[config.mk]
export PLATFORM = sky130hd
export DESIGN_NAME = lcd_number_field_formatter_unit
export DESIGN_NICKNAME = d
export VERILOG_FILES = /design/src/hw/rtl/lnff_pkg.sv /design/src/hw/rtl/lnff_bcd_pipe.sv /design/src/hw/rtl/lcd_number_field_formatter_unit.sv
export SDC_FILE = /design/constraint.sdc
export NUM_CORES = 1
export LEC_CHECK = 0
export ABC_CLOCK_PERIOD_IN_PS = 8540
export BUFFER_PORTS_ARGS = -buffer_cell sky130_fd_sc_hd__buf_2
export CELL_PAD_IN_SITES_DETAIL_PLACEMENT = 1
export CELL_PAD_IN_SITES_GLOBAL_PLACEMENT = 1
export CORE_AREA = 4 4 278 280
export CTS_CLUSTER_DIAMETER = 80
export DETAILED_ROUTE_END_ITERATION = 16
export DIE_AREA = 0 0 282 284
export PLACE_DENSITY = 0.74
export SETUP_SLACK_MARGIN = 0.3
export SLEW_MARGIN = 15
export SYNTH_ARGS = -nofsm -noshare
export SYNTH_HDL_FRONTEND = slang
export SYNTH_SLANG_ARGS = --single-unit
[constraint.sdc]
create_clock -name i_clk -period 8.54 [get_ports i_clk]
set_input_delay 1.281 -clock i_clk [delete_from_list [all_inputs] [get_ports i_clk]]
set_output_delay 1.281 -clock i_clk [all_outputs]
set_load 0.005 [all_outputs]
[src/hw/rtl/lnff_pkg.sv]
package lnff_pkg;

    localparam int unsigned BCD_DIGITS = 10;
    localparam int unsigned BCD_W      = 4 * BCD_DIGITS;
    localparam int unsigned WORD_W     = 32;
    localparam int unsigned PIPE_STG   = 4;

    localparam logic [7:0] CMD_ROW1   = 8'h80;
    localparam logic [7:0] CMD_ROW2   = 8'hC0;
    localparam logic [7:0] CH_ZERO    = 8'h30;
    localparam logic [7:0] CH_SPACE   = 8'h20;
    localparam logic [7:0] CH_HEX_OFF = 8'h37;

    typedef struct packed {
        logic [7:0]        cmd;
        logic [3:0]        cnt;
        logic              hex;
        logic [WORD_W-1:0] value;
        logic [WORD_W-1:0] sh;
        logic [BCD_W-1:0]  bcd;
    } t_item;

endpackage

[src/hw/rtl/lnff_bcd_pipe.sv]
module lnff_bcd_pipe #(
    parameter int VALUE_BITS = 32,
    parameter int MAX_DIGITS = 10
) (
    input  logic             i_clk,
    input  logic             i_rst_n,
    input  logic             i_en,
    input  logic             i_valid,
    input  logic [4:0]       i_column,
    input  logic [1:0]       i_row,
    input  logic [31:0]      i_value,
    input  logic [3:0]       i_digit_count,
    input  logic             i_opcode,
    output logic             o_valid,
    output lnff_pkg::t_item  o_item
);
    import lnff_pkg::*;

    localparam int STEPS   = (VALUE_BITS + PIPE_STG - 1) / PIPE_STG;
    localparam int HEX_LIM = (MAX_DIGITS < 8) ? MAX_DIGITS : 8;
    localparam logic [3:0] DEC_MAX = 4'(MAX_DIGITS);
    localparam logic [3:0] HEX_MAX = 4'(HEX_LIM);
    localparam logic [WORD_W-1:0] VMASK =
        (VALUE_BITS >= WORD_W) ? {WORD_W{1'b1}} : WORD_W'((64'd1 << VALUE_BITS) - 64'd1);

    // one double-dabble step: correct digits, shift in next value bit
    function automatic t_item dd_step(input t_item it);
        t_item r;
        r = it;
        for (int d = 0; d < BCD_DIGITS; d++) begin
            if (r.bcd[4*d +: 4] >= 4'd5) begin
                r.bcd[4*d +: 4] = r.bcd[4*d +: 4] + 4'd3;
            end
        end
        r.bcd = {r.bcd[BCD_W-2:0], r.sh[WORD_W-1]};
        r.sh  = {r.sh[WORD_W-2:0], 1'b0};
        return r;
    endfunction

    t_item r_stg [0:PIPE_STG];
    logic  r_vld [0:PIPE_STG];
    t_item n_in;
    logic [3:0] lim;
    logic [WORD_W-1:0] vm;

    always_comb begin
        vm = i_value & VMASK;
        lim = i_opcode ? HEX_MAX : DEC_MAX;
        n_in.cmd   = ((i_row == 2'd1) ? CMD_ROW1 : CMD_ROW2) + {3'b000, i_column} + 8'hFF;
        n_in.cnt   = (i_digit_count > lim) ? lim : i_digit_count;
        n_in.hex   = i_opcode;
        n_in.value = vm;
        n_in.sh    = vm << (WORD_W - VALUE_BITS);
        n_in.bcd   = '0;
    end

    always_ff @(posedge i_clk) begin
        if (!i_rst_n) begin
            r_vld[0] <= 1'b0;
        end else if (i_en) begin
            r_vld[0] <= i_valid;
        end
        if (i_en) begin
            r_stg[0] <= n_in;
        end
    end

    for (genvar s = 1; s <= PIPE_STG; s++) begin : g_stg
        t_item n_stg;
        always_comb begin
            n_stg = r_stg[s-1];
            for (int j = 0; j < STEPS; j++) begin
                if ((s - 1) * STEPS + j < VALUE_BITS) begin
                    n_stg = dd_step(n_stg);
                end
            end
        end
        always_ff @(posedge i_clk) begin
            if (!i_rst_n) begin
                r_vld[s] <= 1'b0;
            end else if (i_en) begin
                r_vld[s] <= r_vld[s-1];
            end
            if (i_en) begin
                r_stg[s] <= n_stg;
            end
        end
    end

    assign o_valid = r_vld[PIPE_STG];
    assign o_item  = r_stg[PIPE_STG];

endmodule

[src/hw/rtl/lcd_number_field_formatter_unit.sv]
// channel   direction  beat                                        handshake
// request   in         column, row, value, digit_count, opcode     i_valid / o_stall
// result    out        is_char, out_byte, last                     o_valid / i_stall
//
// a request spends five register stages in the binary to bcd pipeline, then the
// byte serializer sends 1 + digit_count beats (capped at MAX_DIGITS, 8 in hex), one
// per cycle while i_stall is low, and takes the next request after its last beat
// reset clears all valid bits and the serializer; payload registers are not reset
// the pipeline moves only as a whole, so a stall holds every stage in place
module lcd_number_field_formatter_unit #(
    parameter int VALUE_BITS = 32,
    parameter int MAX_DIGITS = 10
) (
    input  logic        i_clk,
    input  logic        i_rst_n,
    input  logic        i_valid,
    output logic        o_stall,
    input  logic [4:0]  i_column,
    input  logic [1:0]  i_row,
    input  logic [31:0] i_value,
    input  logic [3:0]  i_digit_count,
    input  logic        i_opcode,
    output logic        o_valid,
    input  logic        i_stall,
    output logic        o_is_char,
    output logic [7:0]  o_out_byte,
    output logic        o_last
);
    import lnff_pkg::*;

    logic  pipe_valid;
    t_item pipe_item;
    logic  pipe_en;

    t_item r_it;
    logic  r_busy;
    logic  r_cmd_sent;
    logic  r_shown;
    logic [3:0] r_k;

    logic out_free;
    logic [3:0] dig;
    logic [7:0] ch;
    logic       nz;

    assign out_free = !o_valid || !i_stall;
    assign pipe_en  = !pipe_valid || !r_busy;
    assign o_stall  = !pipe_en;

    lnff_bcd_pipe #(
        .VALUE_BITS (VALUE_BITS),
        .MAX_DIGITS (MAX_DIGITS)
    ) u_pipe (
        .i_clk         (i_clk),
        .i_rst_n       (i_rst_n),
        .i_en          (pipe_en),
        .i_valid       (i_valid),
        .i_column      (i_column),
        .i_row         (i_row),
        .i_value       (i_value),
        .i_digit_count (i_digit_count),
        .i_opcode      (i_opcode),
        .o_valid       (pipe_valid),
        .o_item        (pipe_item)
    );

    always_comb begin
        if (r_it.hex) begin
            dig = 4'(r_it.value >> {r_k[2:0], 2'b00});
            ch  = (dig <= 4'd9) ? (CH_ZERO + {4'b0000, dig}) : (CH_HEX_OFF + {4'b0000, dig});
            nz  = 1'b1;
        end else begin
            dig = 4'(r_it.bcd >> {r_k, 2'b00});
            nz  = (dig != 4'd0) || r_shown || (r_k == 4'd0);
            ch  = nz ? (CH_ZERO + {4'b0000, dig}) : CH_SPACE;
        end
    end

    always_ff @(posedge i_clk) begin
        if (!i_rst_n) begin
            r_busy     <= 1'b0;
            r_cmd_sent <= 1'b0;
            r_shown    <= 1'b0;
            o_valid    <= 1'b0;
        end else begin
            if (!r_busy) begin
                if (pipe_valid) begin
                    r_busy     <= 1'b1;
                    r_cmd_sent <= 1'b0;
                    r_shown    <= 1'b0;
                end
                if (out_free) begin
                    o_valid <= 1'b0;
                end
            end else if (out_free) begin
                o_valid <= 1'b1;
                if (!r_cmd_sent) begin
                    r_cmd_sent <= 1'b1;
                    if (r_it.cnt == 4'd0) begin
                        r_busy <= 1'b0;
                    end
                end else begin
                    if (dig != 4'd0) begin
                        r_shown <= 1'b1;
                    end
                    if (r_k == 4'd0) begin
                        r_busy <= 1'b0;
                    end
                end
            end
        end
    end

    // payload side of the serializer
    always_ff @(posedge i_clk) begin
        if (!r_busy && pipe_valid) begin
            r_it <= pipe_item;
        end
        if (r_busy && out_free) begin
            if (!r_cmd_sent) begin
                o_is_char  <= 1'b0;
                o_out_byte <= r_it.cmd;
                o_last     <= (r_it.cnt == 4'd0);
                r_k        <= r_it.cnt - 4'd1;
            end else begin
                o_is_char  <= 1'b1;
                o_out_byte <= ch;
                o_last     <= (r_k == 4'd0);
                r_k        <= r_k - 4'd1;
            end
        end
    end

endmodule

==> key figures <==
Worst setup path
  • Crit. End Element: flip-flop
  • Worst EP required: 8.98 ns
  • CP max stage delay: 0.53 ns
  • Critical Path Source Type: flip-flop
  • Critical path class: flip-flop to flip-flop
  • CP delay by family, top: compound AO/OA/AOI/OAI gates
  • Slowest CP cell: edfxtp_1
  • Worst-path maximum fanout: 9
  • CP bufs+invs: 6
  • Most used cell, CP: ha_1
  • CP Data Arrival Time: 7.86 ns
  • Register-to-register setup slack: 1.12 ns

Route
  • Drt wl/cell: 18.0 um
  • Vias: 27600
  • DR vias/cell: 6.03
  • Routed wire length: 82400 um
  • Initial DRC Count: 1302
  • Final ANT Viol Nets: 0
  • Post-route DRC: 0
  • First-pass DRT Iterations: 5

Timing
  • Final setup fails: 0
  • Final Hold Fails: 0
  • Fin crit share: 0.869
  • Setup Total Neg Slack: 0 ns
  • Worst slew pin tran: 1.12 ns
  • Fmax: 135 MHz
  • Final WS setup: 1.12 ns
  • Tmin final: 7.42 ns
  • RSZ-0062 raised after global routing: false
  • Slew Limit Fails: 0
  • Slew headroom: 0.247
  • Clk_skew: 0.0135 ns
  • Hold WS: 0.413 ns

Placement
  • Detail Placement HPWL: 62400 um
  • Gpl congestion: 0.820
  • Port Buffers: 59
  • Placement Setup Slack: 0.994 ns

Die
  • Core area: 74400 um2
  • Die height: 284 um
  • Number of I/O pins: 60
  • # rows: 100
  • Die area: 80100 um2
  • Die Width: 282 um
  • Initial core utilization: 0.457

Synth
  • Top cell type's share of synthesized area: 0.375
  • Synth Area per Inst: 9.56 um2
  • Cell area after synthesis: 34000 um2
  • Number of synthesized flops with an enable pin: 425
  • Netlist cell types: 147
  • Synth area leader: edfxtp_1
  • Gate Count Post-Synth: 3561
  • Sequential element share of the synthesized area: 0.378
  • Most used DFF post-synth: edfxtp_1
  • Number of synthesis warnings: 0
  • Syn nets: 3755
  • Synth area leaders: edfxtp_1, ha_1, mux2i_1
  • Synth Register Bits: 430
  • Share of flip-flops with an asynchronous set or reset: 0

Clock network
  • CTS tree: done
  • CTS clock-pin slew for the worst setup and hold paths: 0.06 ns
  • Worst skew pair latency: 0.59 ns
  • # clock sinks: 430
  • Number of H-tree levels: 2
  • Total CTS buffers: 50
  • Number of post-CTS setup repair buffers: 0
  • Root Driver: clkbuf_16
  • Max clock buf depth: 3

Run
  • Max-capacitance violation count: 0

Cells and area
  • Ant diodes: 0
  • Commonest non-fill, non-tap cell in the layout: edfxtp_1
  • Commonest non-fill, non-tap cells in the layout: edfxtp_1, nand2_1, nor2_1
  • Syn-to-layout area delta: 8.16%
  • Post-layout net count: 3760
  • Filler Cells Inserted: 8286
  • Layout cell share with drive strength beyond 1: 0.118

Global routing
  • Largest net degree at the start of global routing: 186
  • First-pass GRT wire length: 139000 um
  • Vias in the first global route: 28800
  • Antenna violations before repair: 0
  • Global route overflow: 0
  • GRT Overall Usage: 0.200

Min path
  • Hold Crit Class: flip-flop to flip-flop

Status
  • Status: complete, no violations
flip-flops by register name, indices dropped and copies added (netlist names):
signal and count:
u_pipe.r_stg 323, o_is_char 1, o_last 1, r_k 4, r_cmd_sent 1, r_it 84, o_valid 1, u_pipe.r_vld 5
r_shown 1, r_busy 1, o_out_byte 8
layout make-up:
cell class | count | area, um2 | share of cell area
clock buffer | 61 | 1310 | 0.0356
clock inverter | 30 | 362 | 0.00982
timing repair buffer | 71 | 398 | 0.0108
inverter | 213 | 806 | 0.0219
tap | 969 | 1210 | 0.0329
sequential | 430 | 12900 | 0.349
multi-input combinational | 2800 | 19900 | 0.540
cells in the mapped netlist, types with 63 or more instances:
cell type and instances:
edfxtp_1 425, inv_1 194, nand2b_1 76, nor2_1 276
nand2_1 277, a21oi_1 213, mux2i_1 112, nand3_1 93
xnor2_1 72, nor3_1 96, mux2_2 63, o21ai_0 205
ha_1 146
through the flow:
stage          std cells  area (um2)   util
6_report            4574       36800  0.495
5_1_grt             4574       36800  0.495
4_1_cts             4574       36800  0.494
3_5_place_dp        4483       35100  0.472
3_3_place_gp        4483       35100  0.472
2_1_floorplan       3561       34000      -
routing by layer:
layer  track usage  wire length [um]  vias up
met3        0.0225              1910      108
met1         0.241             35400    13600
met2         0.380             43500      272
met4        0.0449              1540        0
li1              -                 -    13600
met5             0                 0        -
worst paths after layout:
check	start	to	cells after the start
setup / recovery	u_pipe.r_stg[1][96]	u_pipe.r_stg[2][5]	33
hold / removal	u_pipe.r_stg[4][96]	r_it[96]	0
setup reg to reg	u_pipe.r_stg[1][96]	u_pipe.r_stg[2][5]	33
hold reg to reg	u_pipe.r_stg[4][96]	r_it[96]	0
timing repair:
action,4_1_cts,5_1_grt
hold buffers,0,0
setup endpoints to repair,0,4
gates resized for setup,0,4
logic make-up after synthesis:
family,synth area share
AO/OA/AOI/OAI,0.257
AND/OR/NAND/NOR,0.165
flip-flops,0.378
buffers and inverters,0.0395
multiplexers,0.0694
adder cells (fa/ha/maj),0.0558
XOR/XNOR,0.0357
Power is left out: the tool's default activity adds up to more than one toggle a clock period on the data nets, which glitch-free logic cannot reach.
